## config.mk

```make
export PLATFORM = sky130hd
export DESIGN_NAME = loss_adaptive_paced_packetizer_unit_flat
export DESIGN_NICKNAME = d
export VERILOG_FILES = /design/src/hdl/lapp_pkg.sv /design/src/hdl/lapp_if.sv /design/src/hdl/loss_adaptive_paced_packetizer_unit.sv /design/src/hdl/lapp_front.sv /design/src/hdl/lapp_fifo.sv /design/src/hdl/lapp_back.sv /design/src/flat_wrapper.sv
export SDC_FILE = /design/constraint.sdc
export NUM_CORES = 1
export LEC_CHECK = 0
export BUFFER_PORTS_ARGS = -buffer_cell sky130_fd_sc_hd__buf_2
export CORE_MARGIN = 1.5
export CORE_UTILIZATION = 58
export CTS_CLUSTER_SIZE = 10
export DETAILED_ROUTE_END_ITERATION = 7
export GPL_TIMING_DRIVEN = 0
export HOLD_SLACK_MARGIN = 0.1
export PLACE_DENSITY_LB_ADDON = 0.08
export SLEW_MARGIN = 20
export SYNTH_ARGS = -nofsm -noshare
export SYNTH_HDL_FRONTEND = slang
export SYNTH_SLANG_ARGS = --single-unit
```

## constraint.sdc

```tcl
create_clock -name i_clk -period 8.6 [get_ports i_clk]
set_input_delay 0.43 -clock i_clk [delete_from_list [all_inputs] [get_ports i_clk]]
set_output_delay 0.43 -clock i_clk [all_outputs]
set_load 0.05 [all_outputs]
```

## src/hdl/lapp_pkg.sv

```systemverilog
package lapp_pkg;

    localparam int LAPP_QUEUE_DEPTH = 4;

    localparam logic [1:0] CMD_DATA  = 2'd0;
    localparam logic [1:0] CMD_LOSS  = 2'd1;
    localparam logic [1:0] CMD_ADAPT = 2'd2;

    localparam logic KIND_PACKET = 1'b0;
    localparam logic KIND_REPORT = 1'b1;

    localparam logic [10:0] PAYLOAD_RESET = 11'd1396;
    localparam logic [10:0] PAYLOAD_MAX   = 11'd1472;
    localparam logic [16:0] GAP_RESET     = 17'd3000;
    localparam logic [31:0] SEQ_RESET     = 32'd1;

    localparam logic [18:0] GAP_CAP_HIGH  = 19'd100000;
    localparam logic [18:0] GAP_CAP_MID   = 19'd50000;
    localparam logic [17:0] GAP_CAP_LOW   = 18'd30000;
    localparam logic [16:0] GAP_FLOOR     = 17'd1000;

    localparam logic [9:0] LOSS_HIGH = 10'd150;
    localparam logic [9:0] LOSS_MID  = 10'd80;
    localparam logic [9:0] LOSS_LOW  = 10'd30;
    localparam logic [9:0] LOSS_MIN  = 10'd5;

    // Reciprocals: x/3 = (x * RECIP3) >> 20 exact for x < 2^19,
    // x/5 = (x * RECIP5) >> 21 exact for x < 699050.
    localparam logic [18:0] RECIP3 = 19'd349526;
    localparam logic [18:0] RECIP5 = 19'd419431;

    typedef struct packed {
        logic        kind;
        logic        hdr;
        logic [31:0] seq;
        logic [7:0]  data;
        logic        last;
        logic [16:0] gap;
    } t_op;

    typedef struct packed {
        logic empty;
        logic full;
    } t_fifo_status;

endpackage

```

## src/hdl/lapp_if.sv

```systemverilog
interface lapp_in_if;
    logic       valid;
    logic       ready;
    logic [1:0] cmd;
    logic [7:0] data_byte;
    logic       last_of_buffer;
    logic [9:0] loss_tenths;

    modport source (output valid, cmd, data_byte, last_of_buffer, loss_tenths, input ready);
    modport sink (input valid, cmd, data_byte, last_of_buffer, loss_tenths, output ready);
endinterface

interface lapp_out_if;
    logic        valid;
    logic        ready;
    logic        kind;
    logic [7:0]  out_byte;
    logic        last_of_packet;
    logic [16:0] gap_us;
    logic        end_of_run;

    modport source (output valid, kind, out_byte, last_of_packet, gap_us, end_of_run,
                    input ready);
    modport sink (input valid, kind, out_byte, last_of_packet, gap_us, end_of_run,
                  output ready);
    modport monitor (input valid, ready, kind, out_byte, last_of_packet, gap_us,
                     end_of_run);
endinterface

```

## src/hdl/loss_adaptive_paced_packetizer_unit.sv

```systemverilog
// Loss-adaptive paced packetizer. Requests on i_req carry data bytes, loss
// reports and adapt ticks; results on o_res are packet bytes (four big-endian
// sequence bytes ahead of each chunk, the gap on the final byte) and pacing
// update reports. The front stage takes one request per cycle into a queue of
// QUEUE_DEPTH entries and holds requests off while that queue is full; the
// output stage delivers one result per cycle while o_res is ready, so a byte
// that opens a packet gives five results and any other request with a result
// one. An accepted adapt tick that changes the gap holds off the next request
// while the registered divide-by-constant products of the gap refresh, as does
// reset. i_cfg_data sets the payload limit; the user must write it only while
// the block is idle, which the block itself does not enforce.
module loss_adaptive_paced_packetizer_unit
    import lapp_pkg::*;
#(
    parameter int QUEUE_DEPTH = LAPP_QUEUE_DEPTH
)
(
    input  logic          i_clk,
    input  logic          i_rst_n,
    lapp_in_if.sink       i_req,
    lapp_out_if.source    o_res,
    input  logic          i_cfg_we,
    input  logic [10:0]   i_cfg_data
);

    logic          push;
    logic          pop;
    t_op           push_op;
    t_op           head_op;
    t_fifo_status  fifo_status;

    lapp_front u_front (
        .i_clk         (i_clk),
        .i_rst_n       (i_rst_n),
        .i_req         (i_req),
        .i_cfg_we      (i_cfg_we),
        .i_cfg_data    (i_cfg_data),
        .i_fifo_status (fifo_status),
        .o_push        (push),
        .o_op          (push_op)
    );

    lapp_fifo #(
        .DEPTH (QUEUE_DEPTH)
    ) u_fifo (
        .i_clk    (i_clk),
        .i_rst_n  (i_rst_n),
        .i_push   (push),
        .i_op     (push_op),
        .i_pop    (pop),
        .o_head   (head_op),
        .o_status (fifo_status)
    );

    lapp_back u_back (
        .i_clk         (i_clk),
        .i_rst_n       (i_rst_n),
        .i_head        (head_op),
        .i_fifo_status (fifo_status),
        .o_pop         (pop),
        .o_res         (o_res)
    );

endmodule

```

## src/hdl/lapp_front.sv

```systemverilog
module lapp_front
    import lapp_pkg::*;
(
    input  logic          i_clk,
    input  logic          i_rst_n,
    lapp_in_if.sink       i_req,
    input  logic          i_cfg_we,
    input  logic [10:0]   i_cfg_data,
    input  t_fifo_status  i_fifo_status,
    output logic          o_push,
    output t_op           o_op
);

    logic [10:0] r_max_payload;
    logic [31:0] r_seq, n_seq;
    logic [10:0] r_fill, n_fill;
    logic [16:0] r_gap, n_gap;
    logic [9:0]  r_loss, n_loss;
    logic        r_pending, n_pending;
    logic        r_div_ok;
    logic [17:0] r_div3;
    logic [16:0] r_div10;

    logic        accept;
    logic [10:0] limit;
    logic [10:0] fill_inc;
    logic        close;
    logic [16:0] adapted;
    logic [18:0] gap_x3;
    logic [18:0] gap_x2;
    logic [18:0] gap_x4;
    logic [19:0] gap_x9;
    logic [37:0] prod3;
    logic [37:0] prod5;

    assign i_req.ready = !i_fifo_status.full && r_div_ok;
    assign accept = i_req.valid && i_req.ready;

    always_comb begin
        if (r_max_payload == 11'd0) begin
            limit = 11'd1;
        end else if (r_max_payload > PAYLOAD_MAX) begin
            limit = PAYLOAD_MAX;
        end else begin
            limit = r_max_payload;
        end
    end

    assign fill_inc = r_fill + 11'd1;
    assign close = i_req.last_of_buffer || (fill_inc >= limit);

    // The divided gaps are registered from r_gap and lag it; an adapt tick waits for them.
    assign gap_x2 = {1'b0, r_gap, 1'b0};
    assign gap_x3 = gap_x2 + {2'b00, r_gap};
    assign gap_x4 = {r_gap, 2'b00};
    assign gap_x9 = {r_gap, 3'b000} + {3'b000, r_gap};
    assign prod3 = 38'(gap_x4) * 38'(RECIP3);
    assign prod5 = 38'(gap_x9[19:1]) * 38'(RECIP5);

    always_comb begin
        if (r_loss > LOSS_HIGH) begin
            adapted = (gap_x3 > GAP_CAP_HIGH) ? GAP_CAP_HIGH[16:0] : gap_x3[16:0];
        end else if (r_loss > LOSS_MID) begin
            adapted = (gap_x2 > GAP_CAP_MID) ? GAP_CAP_MID[16:0] : gap_x2[16:0];
        end else if (r_loss > LOSS_LOW) begin
            adapted = (r_div3 > GAP_CAP_LOW) ? GAP_CAP_LOW[16:0] : r_div3[16:0];
        end else if (r_loss > LOSS_MIN) begin
            adapted = r_gap;
        end else begin
            adapted = (r_div10 < GAP_FLOOR) ? GAP_FLOOR : r_div10;
        end
    end

    always_comb begin
        n_seq = r_seq;
        n_fill = r_fill;
        n_gap = r_gap;
        n_loss = r_loss;
        n_pending = r_pending;
        o_push = 1'b0;
        o_op = '0;
        if (accept) begin
            case (i_req.cmd)
                CMD_DATA: begin
                    o_push = 1'b1;
                    o_op.kind = KIND_PACKET;
                    o_op.hdr = (r_fill == 11'd0);
                    o_op.seq = r_seq;
                    o_op.data = i_req.data_byte;
                    o_op.last = close;
                    o_op.gap = close ? r_gap : 17'd0;
                    if (close) begin
                        n_fill = 11'd0;
                        n_seq = r_seq + 32'd1;
                    end else begin
                        n_fill = fill_inc;
                    end
                end
                CMD_LOSS: begin
                    n_loss = i_req.loss_tenths;
                    n_pending = 1'b1;
                end
                CMD_ADAPT: begin
                    if (r_pending) begin
                        o_push = 1'b1;
                        o_op.kind = KIND_REPORT;
                        o_op.gap = adapted;
                        n_gap = adapted;
                        n_pending = 1'b0;
                    end
                end
                default: begin
                end
            endcase
        end
    end

    always_ff @(posedge i_clk) begin
        r_div3 <= prod3[37:20];
        r_div10 <= prod5[37:21];
        if (!i_rst_n) begin
            r_max_payload <= PAYLOAD_RESET;
            r_seq <= SEQ_RESET;
            r_fill <= 11'd0;
            r_gap <= GAP_RESET;
            r_loss <= 10'd0;
            r_pending <= 1'b0;
            r_div_ok <= 1'b0;
        end else begin
            if (i_cfg_we) begin
                r_max_payload <= i_cfg_data;
            end
            r_seq <= n_seq;
            r_fill <= n_fill;
            r_gap <= n_gap;
            r_loss <= n_loss;
            r_pending <= n_pending;
            r_div_ok <= (n_gap == r_gap);
        end
    end

endmodule

```

## src/hdl/lapp_fifo.sv

```systemverilog
module lapp_fifo
    import lapp_pkg::*;
#(
    parameter int DEPTH = LAPP_QUEUE_DEPTH
)
(
    input  logic          i_clk,
    input  logic          i_rst_n,
    input  logic          i_push,
    input  t_op           i_op,
    input  logic          i_pop,
    output t_op           o_head,
    output t_fifo_status  o_status
);

    localparam int PW = (DEPTH > 1) ? $clog2(DEPTH) : 1;
    localparam int CW = $clog2(DEPTH + 1);
    localparam logic [PW-1:0] LAST_PTR = PW'(DEPTH - 1);
    localparam logic [CW-1:0] FULL_CNT = CW'(DEPTH);

    t_op           r_mem [DEPTH];
    logic [PW-1:0] r_wr_ptr;
    logic [PW-1:0] r_rd_ptr;
    logic [CW-1:0] r_count;

    assign o_head = r_mem[r_rd_ptr];
    assign o_status.empty = (r_count == '0);
    assign o_status.full = (r_count == FULL_CNT);

    always_ff @(posedge i_clk) begin
        if (i_push) begin
            r_mem[r_wr_ptr] <= i_op;
        end
    end

    always_ff @(posedge i_clk) begin
        if (!i_rst_n) begin
            r_wr_ptr <= '0;
            r_rd_ptr <= '0;
            r_count <= '0;
        end else begin
            if (i_push) begin
                r_wr_ptr <= (r_wr_ptr == LAST_PTR) ? '0 : r_wr_ptr + 1'b1;
            end
            if (i_pop) begin
                r_rd_ptr <= (r_rd_ptr == LAST_PTR) ? '0 : r_rd_ptr + 1'b1;
            end
            case ({i_push, i_pop})
                2'b10: r_count <= r_count + 1'b1;
                2'b01: r_count <= r_count - 1'b1;
                default: r_count <= r_count;
            endcase
        end
    end

endmodule

```

## src/hdl/lapp_back.sv

```systemverilog
module lapp_back
    import lapp_pkg::*;
(
    input  logic          i_clk,
    input  logic          i_rst_n,
    input  t_op           i_head,
    input  t_fifo_status  i_fifo_status,
    output logic          o_pop,
    lapp_out_if.source    o_res
);

    logic [2:0]  r_phase;
    logic        r_valid;
    logic        r_kind;
    logic [7:0]  r_byte;
    logic        r_last;
    logic [16:0] r_gap;
    logic        r_eor;

    logic        load;
    logic        in_header;
    logic [7:0]  hdr_byte;

    assign load = !i_fifo_status.empty && (!r_valid || o_res.ready);
    assign in_header = i_head.hdr && !r_phase[2];
    assign o_pop = load && !in_header;

    always_comb begin
        case (r_phase[1:0])
            2'd0: hdr_byte = i_head.seq[31:24];
            2'd1: hdr_byte = i_head.seq[23:16];
            2'd2: hdr_byte = i_head.seq[15:8];
            default: hdr_byte = i_head.seq[7:0];
        endcase
    end

    assign o_res.valid = r_valid;
    assign o_res.kind = r_kind;
    assign o_res.out_byte = r_byte;
    assign o_res.last_of_packet = r_last;
    assign o_res.gap_us = r_gap;
    assign o_res.end_of_run = r_eor;

    always_ff @(posedge i_clk) begin
        if (load) begin
            if (in_header) begin
                r_kind <= KIND_PACKET;
                r_byte <= hdr_byte;
                r_last <= 1'b0;
                r_gap <= 17'd0;
                r_eor <= 1'b0;
            end else begin
                r_kind <= i_head.kind;
                r_byte <= i_head.data;
                r_last <= i_head.last;
                r_gap <= i_head.gap;
                r_eor <= 1'b1;
            end
        end
    end

    always_ff @(posedge i_clk) begin
        if (!i_rst_n) begin
            r_valid <= 1'b0;
            r_phase <= 3'd0;
        end else begin
            if (load) begin
                r_valid <= 1'b1;
                r_phase <= in_header ? r_phase + 3'd1 : 3'd0;
            end else if (o_res.ready) begin
                r_valid <= 1'b0;
            end
        end
    end

endmodule

```

## src/flat_wrapper.sv

```systemverilog
// flat-port wrapper written by rule: the top's interface ports become plain ports
module loss_adaptive_paced_packetizer_unit_flat import lapp_pkg::*;
#(
    parameter int QUEUE_DEPTH = LAPP_QUEUE_DEPTH
)
  (i_clk, i_rst_n, i_cfg_we, i_cfg_data, i_req_valid, i_req_cmd, i_req_data_byte, i_req_last_of_buffer, i_req_loss_tenths, i_req_ready, o_res_valid, o_res_kind, o_res_out_byte, o_res_last_of_packet, o_res_gap_us, o_res_end_of_run, o_res_ready);
  lapp_in_if i_req_i ();
  lapp_out_if o_res_i ();
  input  logic i_clk;
  input  logic i_rst_n;
  input  logic i_cfg_we;
  input  logic [10:0] i_cfg_data;
  input wire logic [$bits(i_req_i.valid)-1:0] i_req_valid;
  input wire logic [$bits(i_req_i.cmd)-1:0] i_req_cmd;
  input wire logic [$bits(i_req_i.data_byte)-1:0] i_req_data_byte;
  input wire logic [$bits(i_req_i.last_of_buffer)-1:0] i_req_last_of_buffer;
  input wire logic [$bits(i_req_i.loss_tenths)-1:0] i_req_loss_tenths;
  output wire logic [$bits(i_req_i.ready)-1:0] i_req_ready;
  output wire logic [$bits(o_res_i.valid)-1:0] o_res_valid;
  output wire logic [$bits(o_res_i.kind)-1:0] o_res_kind;
  output wire logic [$bits(o_res_i.out_byte)-1:0] o_res_out_byte;
  output wire logic [$bits(o_res_i.last_of_packet)-1:0] o_res_last_of_packet;
  output wire logic [$bits(o_res_i.gap_us)-1:0] o_res_gap_us;
  output wire logic [$bits(o_res_i.end_of_run)-1:0] o_res_end_of_run;
  input wire logic [$bits(o_res_i.ready)-1:0] o_res_ready;
  assign i_req_i.valid = i_req_valid;
  assign i_req_i.cmd = i_req_cmd;
  assign i_req_i.data_byte = i_req_data_byte;
  assign i_req_i.last_of_buffer = i_req_last_of_buffer;
  assign i_req_i.loss_tenths = i_req_loss_tenths;
  assign i_req_ready = i_req_i.ready;
  assign o_res_valid = o_res_i.valid;
  assign o_res_kind = o_res_i.kind;
  assign o_res_out_byte = o_res_i.out_byte;
  assign o_res_last_of_packet = o_res_i.last_of_packet;
  assign o_res_gap_us = o_res_i.gap_us;
  assign o_res_end_of_run = o_res_i.end_of_run;
  assign o_res_i.ready = o_res_ready;
  loss_adaptive_paced_packetizer_unit #(.QUEUE_DEPTH(QUEUE_DEPTH)) u_core (.i_clk(i_clk), .i_rst_n(i_rst_n), .i_req(i_req_i), .o_res(o_res_i), .i_cfg_we(i_cfg_we), .i_cfg_data(i_cfg_data));
endmodule
```

==> results.md, run 1 <==
* Number of distinct library cells after synthesis at 82
* Clock sink count at 399
* Portion of the post-synthesis area used by sequential elements at 36.9%
* Cell area power density at 208 nW/um^2
* Average footprint of a synthesized cell at 11.2 sq um
* Die area at 51200 sq um
* Worst ir drop on vdd at 0.296 mV
* Top Layer Used: met4
* Area share of fa/ha/maj cells after synthesis at 29.8%
* Via count of the first global-routing pass at 20400
* DRT antenna net count at 0
* Combinational family with the most area after synthesis: adder cells
* Top post-synthesis cells by count: sky130_fd_sc_hd__inv_1, sky130_fd_sc_hd__ha_1, sky130_fd_sc_hd__edfxtp_1
* CP arrival at 8790 ps
* Post-detailed-route via-to-cell ratio at 5.76
* Cts bufs inserted at 47
* Number of detailed-routing iterations run before antenna repair at 5
* Core Region at 49100 sq um
* CP required at 9060 ps
* Main flop type after synthesis: sky130_fd_sc_hd__edfxtp_1
* Kind of end point of the critical path: flip-flop
* Die Width at 226 um
* Iteration-0 DRC Markers at 1305
* Max Clk Rate at 120 MHz
* Synthesis-to-finish area growth at 12.5%
* Clock tree from TritonCTS: yes
* Effective utilization at floorplan at 59.0%
* Result of the run: completed
* Type of element launching the critical path: flip-flop
* Synthesis warning total at 0
* Met3 routed wirelength at 3490 um
* Top-level port count at 67
* Path type of the worst min-delay path: in2reg
* Biggest cell delay along the critical path at 540 ps
* Cell leakage power at 14.3 nW
* Count of vias placed by the detailed router at 19800
* Number of failing hold endpoints at the final stage at 0
* Synthesized area at 28900 sq um
* Final routed DRC violation total at 0
* Relative slew slack at 29.0%
* Mapped Nets at 3168
* Die height at 226 um
* Multiplexer fraction of the synthesized cell area at 5.20%
* Floorplan row count at 81
* Clock root buffer master: sky130_fd_sc_hd__clkbuf_16
* Maximum fanout encountered on the critical timing path at 4
* Transition time at the pin with the least slew margin at 1060 ps
* Worst hold slack at 144 ps
* Type of the worst setup path: reg2reg
* Maximum number of pins on one net before global-route repair at 30
* Synth area leader: sky130_fd_sc_hd__edfxtp_1
* Final setup violation count at 0
* Top-count cell post-synth: sky130_fd_sc_hd__inv_1
* Sum Neg Setup Slack at 0 ps
* Count of flip-flops with a built-in enable after synthesis at 268
* Unrepaired setup endpoints after global routing: yes
* Final period utilization at 96.8%
* Slowest library cell on the worst path: sky130_fd_sc_hd__fa_1
* Routed length on met2 at 36400 um
* Xor-xnor portion of the synthesized cell area at 3.48%
* Port-buffer cells at 66
* Detailed-placement wirelength estimate at 57200 um
* H-tree Lvls at 2
* Cells after Synth at 2575
* Share of synthesized flip-flops with an asynchronous set or reset at 0%
* Compound-cell area share of the yosys netlist at 8.68%
* Clock latency reported for the late side of the worst-skew pair at 580 ps
* Global router's overall resource usage at 30.0%
* Wirelength per Cell at 21.7 um
* Fill cell total of the finished layout at 3772
* CTS max path bufs at 3
* Minimum period implied by the final worst setup slack at 8320 ps
* Share of synthesized cell area in and, or, nand and nor gates at 9.41%
* Number of max-capacitance violations reported at 0
* Clock transition at the registers of the reported paths at 60 ps
* Routed metal-1 wire length at 32100 um
* Total wire length at 74600 um
* Final worst clock skew at 21.9 ps
* Flops & latches, synth at 399
* Total overflow reported by the global router at 0
* Largest cells by area after synthesis: sky130_fd_sc_hd__edfxtp_1, sky130_fd_sc_hd__fa_1, sky130_fd_sc_hd__ha_1
* Wire length of the first global-routing pass at 115000 um
* Net count of the finished layout at 3332
* Area fraction of the dominant cell type after synthesis at 27.8%
* Worst path most repeated cell: sky130_fd_sc_hd__fa_1
* Pins over their slew limit at 0
* Global placer's final weighted congestion at 0.996
* Layout cell share with drive strength beyond 1 at 11.2%
* Antenna violations before repair at 1
cell type report:
cell class	instances	area, sq um	share of cell area (%)
Multi-Input combinational cell	1674	16700	51.2
Timing Repair Buffer	115	966	2.97
Inverter	428	1610	4.96
Buffer	74	313	0.961
Antenna cell	1	2.50	0.00769
Sequential cell	399	10700	32.9
Clock buffer	82	1360	4.17
Clock inverter	5	92.6	0.284
Tap cell	664	831	2.55
critical path, delay by kind of cell, from the launching register on:
kind	cells	cell delay [ps]
adders and majority gates	9	3250
AOI/OAI and AO/OA	17	3220
and+or+nand+nor	4	560
buffers and inverters	5	420
DFF	1	370
xor gates and xnor gates	2	360
state kept, by name, indices dropped and copies added (netlist names), 8 cells and up, named ones only:
register,flops
u_core.u_fifo.r_mem,240
u_core.u_front.r_seq,32
u_core.u_front.r_div3,18
u_core.u_back.o_res.gap_us,17
u_core.u_front.r_div10,17
u_core.u_front.r_gap,17
u_core.u_front.r_fill,11
u_core.u_front.r_max_payload,11
u_core.u_front.r_loss,10
u_core.u_back.o_res.out_byte,8
routing by layer:
layer / up-vias / track usage (%)
li1: 9227 / -
met2: 520 / 50.6
met4: 0 / 10.5
met1: 9968 / 39.9
met5: - / 0
met3: 124 / 3.81
cell usage in the layout (no fill, tap or decap), types with 20 or more instances in the layout:
| cell | instances |
|---|---|
| sky130_fd_sc_hd__xor2_1 | 39 |
| sky130_fd_sc_hd__nor2_1 | 167 |
| sky130_fd_sc_hd__a21oi_1 | 101 |
| sky130_fd_sc_hd__clkbuf_16 | 48 |
| sky130_fd_sc_hd__o21ai_0 | 56 |
| sky130_fd_sc_hd__fa_1 | 217 |
| sky130_fd_sc_hd__nand4_1 | 20 |
| sky130_fd_sc_hd__inv_1 | 417 |
| sky130_fd_sc_hd__mux4_2 | 60 |
| sky130_fd_sc_hd__and3_1 | 25 |
| sky130_fd_sc_hd__clkbuf_1 | 88 |
| sky130_fd_sc_hd__buf_4 | 27 |
| sky130_fd_sc_hd__a211oi_1 | 21 |
| sky130_fd_sc_hd__nand2_1 | 120 |
| sky130_fd_sc_hd__and2_1 | 73 |
| sky130_fd_sc_hd__a21o_1 | 27 |
| sky130_fd_sc_hd__edfxtp_1 | 268 |
| sky130_fd_sc_hd__xnor2_1 | 69 |
| sky130_fd_sc_hd__ha_1 | 327 |
| sky130_fd_sc_hd__buf_2 | 71 |
| sky130_fd_sc_hd__nor3_1 | 33 |
| sky130_fd_sc_hd__nand3_1 | 42 |
| sky130_fd_sc_hd__dfxtp_1 | 122 |
path summary, 6_finish.rpt:
check                                              start                    endpoint  slack [ps]  cells after the start
worst max-delay path             u_core.u_front.r_gap[0]  u_core.u_front.r_div10[16]         280                     37
worst min-delay path                i_req_loss_tenths[6]    u_core.u_front.r_loss[6]         140                      3
worst max register to register   u_core.u_front.r_gap[0]  u_core.u_front.r_div10[16]         280                     37
worst min register to register  u_core.u_front.r_loss[8]    u_core.u_front.r_loss[8]         490                      2
metrics by stage:
step | power [mW] | std cells | worst slack [ps] | util [%] | cell area [sq um]
finish | 6.78 | 3442 | 275 | 66.4 | 32600
global route | 7.22 | 3442 | -77.6 | 66.4 | 32600
CTS | 6.79 | 3436 | 21.4 | 66.0 | 32400
detailed placement | 4.81 | 3317 | -1970 | 62.1 | 30400
global placement | 4.76 | 3305 | -1940 | 61.3 | 30100
floorplan | 4.13 | 2575 | 100 | - | 28900
cells by family after synthesis:
logic type | count (synthesis)
xor gates and xnor gates | 115
muxes | 75
buffers and inverters | 502
and+or+nand+nor | 561
AOI/OAI and AO/OA | 367
DFF | 399
adders and majority gates | 556
repair_timing:
action / 4_1_cts / 5_1_grt
pin swaps: 13 / 30
endpoints found under the setup margin: 17 / 10
hold endpoints to repair: 11 / 0
hold buffers: 11 / 0
resized for setup: 48 / 34
buffers inserted: 21 / 5
power breakdown:
part           total (mW)  leakage [nW]  switching [mW]  internal (mW)
Sequential           2.27          3.76          0.0804           2.19
Clock                1.87         0.689           0.767           1.10
Combinational        2.64          9.87            1.57           1.07
Total                6.78          14.3            2.42           4.37
Note: power is estimated with default switching activity, not from simulation.
==> run 2, diff against run 1 <==
- CORE_UTILIZATION: 58 -> 64
- SKIP_CTS_REPAIR_TIMING: unset -> 1
- clock period: 8.6 -> 8.64 ns (I/O delays scaled with it)
==> run 2 against run 1 <==
Register-to-register slack lost 240 ps. Clock power hardly changed. First-iteration DRC count rose by 62%. Cell count is 2.3% lower. Via count up 4.1%. Sequential power is essentially flat. Utilization increased by 6.6 points. Die area shrank 9.3%. Flip-flop and latch count stayed put. Largest cell class unchanged.
==> results.md, run 2 (synthesized netlist as in run 1, its figures left out) <==
* Cell leakage power at 14.3 nW (about the same)
* Number of detailed-routing iterations run before antenna repair at 8 (was 5)
* Clock tree from TritonCTS: yes (unchanged)
* Largest delay share family, worst path: compound AO/OA/AOI/OAI gates (was adder cells)
* Synthesis-to-finish area growth at 12.1% (was 12.5%)
* Iteration-0 DRC Markers at 2119 (was 1305)
* Result of the run: completed (unchanged)
* Clock transition at the registers of the reported paths at 50 ps (was 60 ps)
* Worst path most repeated cell: sky130_fd_sc_hd__fa_1 (unchanged)
* Final period utilization at 99.6% (was 96.8%)
* Worst hold slack at 99.2 ps (was 144 ps)
* Unrepaired setup endpoints after global routing: yes (unchanged)
* CTS max path bufs at 3 (unchanged)
* Via count of the first global-routing pass at 21200 (was 20400)
* Die height at 216 um (was 226 um)
* Relative slew slack at 30.7% (was 29.0%)
* Final worst clock skew at 23.5 ps (was 21.9 ps)
* Commonest non-fill, non-tap cell in the layout: sky130_fd_sc_hd__inv_1 (unchanged)
* Floorplan row count at 77 (was 81)
* Placed cell count at 3243 (was 3317)
* Global placer's final weighted congestion at 1.02 (was 0.996)
* Number of cells on the worst hold path at 3 (unchanged)
* Transition time at the pin with the least slew margin at 1040 ps (was 1060 ps)
* Detailed-placement wirelength estimate at 58000 um (was 57200 um)
* Die Width at 216 um (was 226 um)
* H-tree Lvls at 2 (unchanged)
* CP required at 9100 ps (was 9060 ps)
* Number of failing hold endpoints at the final stage at 0 (unchanged)
* Cell area power density at 213 nW/um^2 (was 208 nW/um^2)
* Port-buffer cells at 66 (unchanged)
* Number of max-capacitance violations reported at 0 (unchanged)
* Top-level port count at 67 (unchanged)
* Wirelength per Cell at 23.3 um (was 21.7 um)
* Slowest library cell on the worst path: sky130_fd_sc_hd__fa_1 (unchanged)
* Biggest cell delay along the critical path at 540 ps (about the same)
* Count of vias placed by the detailed router at 20600 (was 19800)
* Core Region at 44400 sq um (was 49100 sq um)
* Sum Neg Setup Slack at 0 ps (unchanged)
* Largest register FFs at 240 (unchanged)
* Effective utilization at floorplan at 65.1% (was 59.0%)
* Total overflow reported by the global router at 0 (unchanged)
* Largest reg by FF count: u_core.u_fifo.r_mem (unchanged)
* Clock sink count at 399 (unchanged)
* Path type of the worst min-delay path: in2reg (unchanged)
* Final routed DRC violation total at 0 (unchanged)
* Minimum period implied by the final worst setup slack at 8600 ps (was 8320 ps)
* Total wire length at 78300 um (was 74600 um)
* Final setup violation count at 0 (unchanged)
* Share of the core filled with cells at 73.0% (was 66.4%)
* Crit. path cell count at 37 (unchanged)
* Global router's overall resource usage at 33.9% (was 30.0%)
* Maximum number of pins on one net before global-route repair at 30 (unchanged)
* Length in cells of the worst reg-to-reg path at 37 (unchanged)
* Total power consumption of the routed design at 6.90 mW (was 6.78 mW)
* Worst ir drop on vdd at 0.399 mV (was 0.296 mV)
* DRT antenna net count at 0 (unchanged)
* Antenna violations before repair at 3 (was 1)
* Clock latency reported for the late side of the worst-skew pair at 580 ps (about the same)
* Layout cell share with drive strength beyond 1 at 11.6% (was 11.2%)
* Wire length of the first global-routing pass at 120000 um (was 115000 um)
* Pins over their slew limit at 0 (unchanged)
* Cts bufs inserted at 47 (unchanged)
* Net count of the finished layout at 3332 (unchanged)
* Post-detailed-route via-to-cell ratio at 6.14 (was 5.76)
* Clock root buffer master: sky130_fd_sc_hd__clkbuf_16 (unchanged)
* Non-Filler Instances at 3363 (was 3442)
* Type of the worst setup path: reg2reg (unchanged)
* Die area at 46500 sq um (was 51200 sq um)
* Max Clk Rate at 116 MHz (was 120 MHz)
* Number of buffer and inverter stages on the critical path at 5 (unchanged)
* Type of element launching the critical path: flip-flop (unchanged)
* CP arrival at 9060 ps (was 8790 ps)
* Maximum fanout encountered on the critical timing path at 6 (was 4)
* Biggest registers after layout: u_core.u_fifo.r_mem x240, u_core.u_front.r_seq x32, u_core.u_front.r_div3 x18 (unchanged)
* Kind of end point of the critical path: flip-flop (unchanged)
* Top library cells by usage in the layout, fill and taps aside: sky130_fd_sc_hd__inv_1, sky130_fd_sc_hd__ha_1, sky130_fd_sc_hd__edfxtp_1 (unchanged)
==> run 2: cell type report <==
class / instances / area, sq um
fill: 2913 / 12000
timing repair buffer: 115 / 878
inverter: 428 / 1610
buffer: 74 / 303
clock buffer: 74 / 1310
tap: 592 / 741
clock inverter: 6 / 124
antenna: 1 / 2.50
multi-input combinational: 1674 / 16800
sequential: 399 / 10700
==> run 2: worst min-delay path, delay by kind of cell <==
family        cells  cell delay [ps]
mux               1               60
simple gates      1               70
buf+inv           1               80
==> run 2: report_power, final <==
part / total (mW) / internal, mW / switching, mW
logic: 2.75 / 1.09 / 1.66
registers: 2.27 / 2.18 / 0.0842
clock network: 1.88 / 1.10 / 0.784
total: 6.90 / 4.38 / 2.53
==> run 2: final timing paths <==
kind                            start                               to  slack, ps
min reg2reg  u_core.u_front.r_loss[5]         u_core.u_front.r_loss[5]        490
max           u_core.u_front.r_gap[0]       u_core.u_front.r_div10[16]         40
min                     i_cfg_data[6]  u_core.u_front.r_max_payload[6]        100
max reg2reg   u_core.u_front.r_gap[0]       u_core.u_front.r_div10[16]         40
==> run 2: layer usage <==
metal | track usage, % | up-vias | wire length, um
li1 | - | 9232 | -
met1 | 44.1 | 10300 | 31000
met2 | 58.5 | 899 | 39300
met3 | 4.21 | 192 | 5020
met4 | 12.8 | 2 | 3030
met5 | 0 | - | 13
==> run 2: stage by stage <==
stage	worst slack, ps	cell area, sq um
after floorplan	140	28900
after global routing	-221	32400
after global placement	-1770	30000
after detailed placement	-1980	30300
after CTS	-2050	31700
final	37.6	32400
==> run 3, diff against run 2 <==
- BUFFER_PORTS_ARGS: -buffer_cell sky130_fd_sc_hd__buf_2 -> unset
- CORE_UTILIZATION: 64 -> 65
- DONT_BUFFER_PORTS: unset -> 1
==> run 3 against run 2 <==
Setup slack better by 61 ps. Cell area is essentially flat. Cell count shrank 0.74%. Register-to-register slack better by 60 ps. Count of clock-buffer cells in the layout is 6 higher. Wire length decreased by 2.9%. Utilization increased by 0.70 points. Critical path type unchanged. Sequential share of layout area barely moved.
==> results.md, run 3 (synthesized netlist as in run 1, its figures left out) <==
* Result of the run: completed (unchanged)
* Global placer's final weighted congestion at 0.999 (was 1.02)
* Maximum number of pins on one net before global-route repair at 30 (unchanged)
* Pre-CTS worst setup slack at -1590 ps (was -1980 ps)
* Fill cell total of the finished layout at 3034 (was 2913)
* Total wire length at 76000 um (was 78300 um)
* CTS max path bufs at 3 (unchanged)
* Number of max-capacitance violations reported at 0 (unchanged)
* Cell area power density at 210 nW/um^2 (was 213 nW/um^2)
* Clock transition at the registers of the reported paths at 60 ps (was 50 ps)
* Pins over their slew limit at 0 (unchanged)
* Global router's overall resource usage at 33.1% (was 33.9%)
* Minimum period implied by the final worst setup slack at 8540 ps (was 8600 ps)
* Clock latency reported for the late side of the worst-skew pair at 600 ps (was 580 ps)
* Count of vias placed by the detailed router at 20200 (was 20600)
* Relative slew slack at 26.2% (was 30.7%)
* Final setup violation count at 0 (unchanged)
* Die area at 45800 sq um (was 46500 sq um)
* Max Clk Rate at 117 MHz (was 116 MHz)
* Antenna violations before repair at 2 (was 3)
* Net count of the finished layout at 3298 (was 3332)
* Biggest cell delay along the critical path at 530 ps (was 540 ps)
* Cts bufs inserted at 47 (unchanged)
* Slowest library cell on the worst path: sky130_fd_sc_hd__fa_1 (unchanged)
* Worst setup margin at 98.3 ps (was 37.6 ps)
* Cell leakage power at 14.2 nW (was 14.3 nW)
* Wirelength per Cell at 22.8 um (was 23.3 um)
* CP required at 9130 ps (was 9100 ps)
* Number of detailed-routing iterations run before antenna repair at 6 (was 8)
* Die height at 214 um (was 216 um)
* Sum Neg Setup Slack at 0 ps (unchanged)
* Effective utilization at floorplan at 65.7% (was 65.1%)
* Synthesis-to-finish area growth at 12.2% (was 12.1%)
* Core Region at 44000 sq um (was 44400 sq um)
* Top-level port count at 67 (unchanged)
* Die Width at 214 um (was 216 um)
* DRT antenna net count at 0 (unchanged)
* Largest delay share family, worst path: compound AO/OA/AOI/OAI gates (unchanged)
* Final instance area at 32400 sq um (about the same)
* Commonest non-fill, non-tap cell in the layout: sky130_fd_sc_hd__inv_1 (unchanged)
* Number of failing hold endpoints at the final stage at 0 (unchanged)
* H-tree Lvls at 2 (unchanged)
* Iteration-0 DRC Markers at 1851 (was 2119)
* Final routed DRC violation total at 0 (unchanged)
* Via count of the first global-routing pass at 20800 (was 21200)
* Detailed-placement wirelength estimate at 57100 um (was 58000 um)
* Top library cells by usage in the layout, fill and taps aside: sky130_fd_sc_hd__inv_1, sky130_fd_sc_hd__ha_1, sky130_fd_sc_hd__edfxtp_1 (unchanged)
* Kind of end point of the critical path: flip-flop (unchanged)
* Post-detailed-route via-to-cell ratio at 6.04 (was 6.14)
* Layout cell share with drive strength beyond 1 at 10.1% (was 11.6%)
* Biggest registers after layout: u_core.u_fifo.r_mem x240, u_core.u_front.r_seq x32, u_core.u_front.r_div3 x18 (unchanged)
* Total overflow reported by the global router at 0 (unchanged)
* Largest register FFs at 240 (unchanged)
* Number of buffer and inverter stages on the critical path at 5 (unchanged)
* Port-buffer cells at 0 (was 66)
* Clock tree from TritonCTS: yes (unchanged)
* CP arrival at 9030 ps (was 9060 ps)
* Path type of the worst min-delay path: in2reg (unchanged)
* Total power consumption of the routed design at 6.80 mW (was 6.90 mW)
* Largest reg by FF count: u_core.u_fifo.r_mem (unchanged)
* Floorplan row count at 77 (unchanged)
* Wire length of the first global-routing pass at 117000 um (was 120000 um)
* Type of the worst setup path: reg2reg (unchanged)
* Clock root buffer master: sky130_fd_sc_hd__clkbuf_16 (unchanged)
* Final worst clock skew at 33.2 ps (was 23.5 ps)
* Type of element launching the critical path: flip-flop (unchanged)
* Clock sink count at 399 (unchanged)
* Transition time at the pin with the least slew margin at 1110 ps (was 1040 ps)
* Final period utilization at 98.9% (was 99.6%)
* Worst ir drop on vdd at 0.296 mV (was 0.399 mV)
* Maximum fanout encountered on the critical timing path at 6 (unchanged)
* Share of the core filled with cells at 73.7% (was 73.0%)
* Placed Area at 29900 sq um (was 30300 sq um)
run 3: cell count changes in the layout (fill, tap and decap cells not counted), moves of 4 or more:
cell / delta
sky130_fd_sc_hd__dlygate4sd3_1: +18
sky130_fd_sc_hd__clkbuf_1: +7
sky130_fd_sc_hd__buf_4: +12
sky130_fd_sc_hd__buf_2: -66
sky130_fd_sc_hd__xnor2_2: +4
sky130_fd_sc_hd__xnor2_1: -4
run 3: power breakdown:
| part | leakage (nW) | internal [mW] | switching, mW |
|---|---|---|---|
| Sequential | 3.76 | 2.19 | 0.266 |
| Clock | 0.693 | 1.13 | 0.785 |
| Combinational | 9.72 | 1.04 | 1.39 |
| Total | 14.2 | 4.36 | 2.44 |
run 3: area by class of cell:
type / count / area, sq um / share of cell area, %
Clock inverter: 6 / 148 / 0.455
Sequential cell: 399 / 10700 / 33.0
Timing Repair Buffer: 81 / 795 / 2.45
Multi-Input combinational cell: 1674 / 16800 / 51.8
Antenna cell: 4 / 10.0 / 0.0308
Buffer: 74 / 303 / 0.933
Inverter: 428 / 1620 / 5.00
Clock buffer: 80 / 1320 / 4.07
Tap cell: 592 / 741 / 2.28
run 3: worst reg2reg max path, delay by kind of cell, from the launching register on:
| kind | cells | cell delay (ps) |
|---|---|---|
| compound gates | 18 | 3610 |
| xor+xnor | 3 | 600 |
| fa+ha+maj | 9 | 3160 |
| buf+inv | 5 | 270 |
| flops | 1 | 390 |
| simple gates | 3 | 410 |
run 3: layer usage:
metal  GRT usage [%]  share of wire [%]
met2            54.1                 48
met5               0                  0
met3            4.83                7.1
met4            11.9                3.7
met1            45.4                 41
run 3: final timing paths:
check,startpoint,end,slack [ps],depth (start not counted)
setup / recovery,u_core.u_front.r_gap[0],u_core.u_front.r_div10[16],100,38
hold / removal,i_req_valid,u_core.u_front.r_gap[6],130,4
setup reg to reg,u_core.u_front.r_gap[0],u_core.u_front.r_div10[16],100,38
hold reg to reg,u_core.u_front.r_loss[0],u_core.u_front.r_loss[0],470,2
run 3: metrics by stage:
step | std cells | hold slack [ps]
3_3_place_gp | 3167 | 456
5_1_grt | 3337 | 138
6_report | 3338 | 130
4_1_cts | 3264 | -34.4
2_1_floorplan | 2575 | 445
3_5_place_dp | 3178 | 463
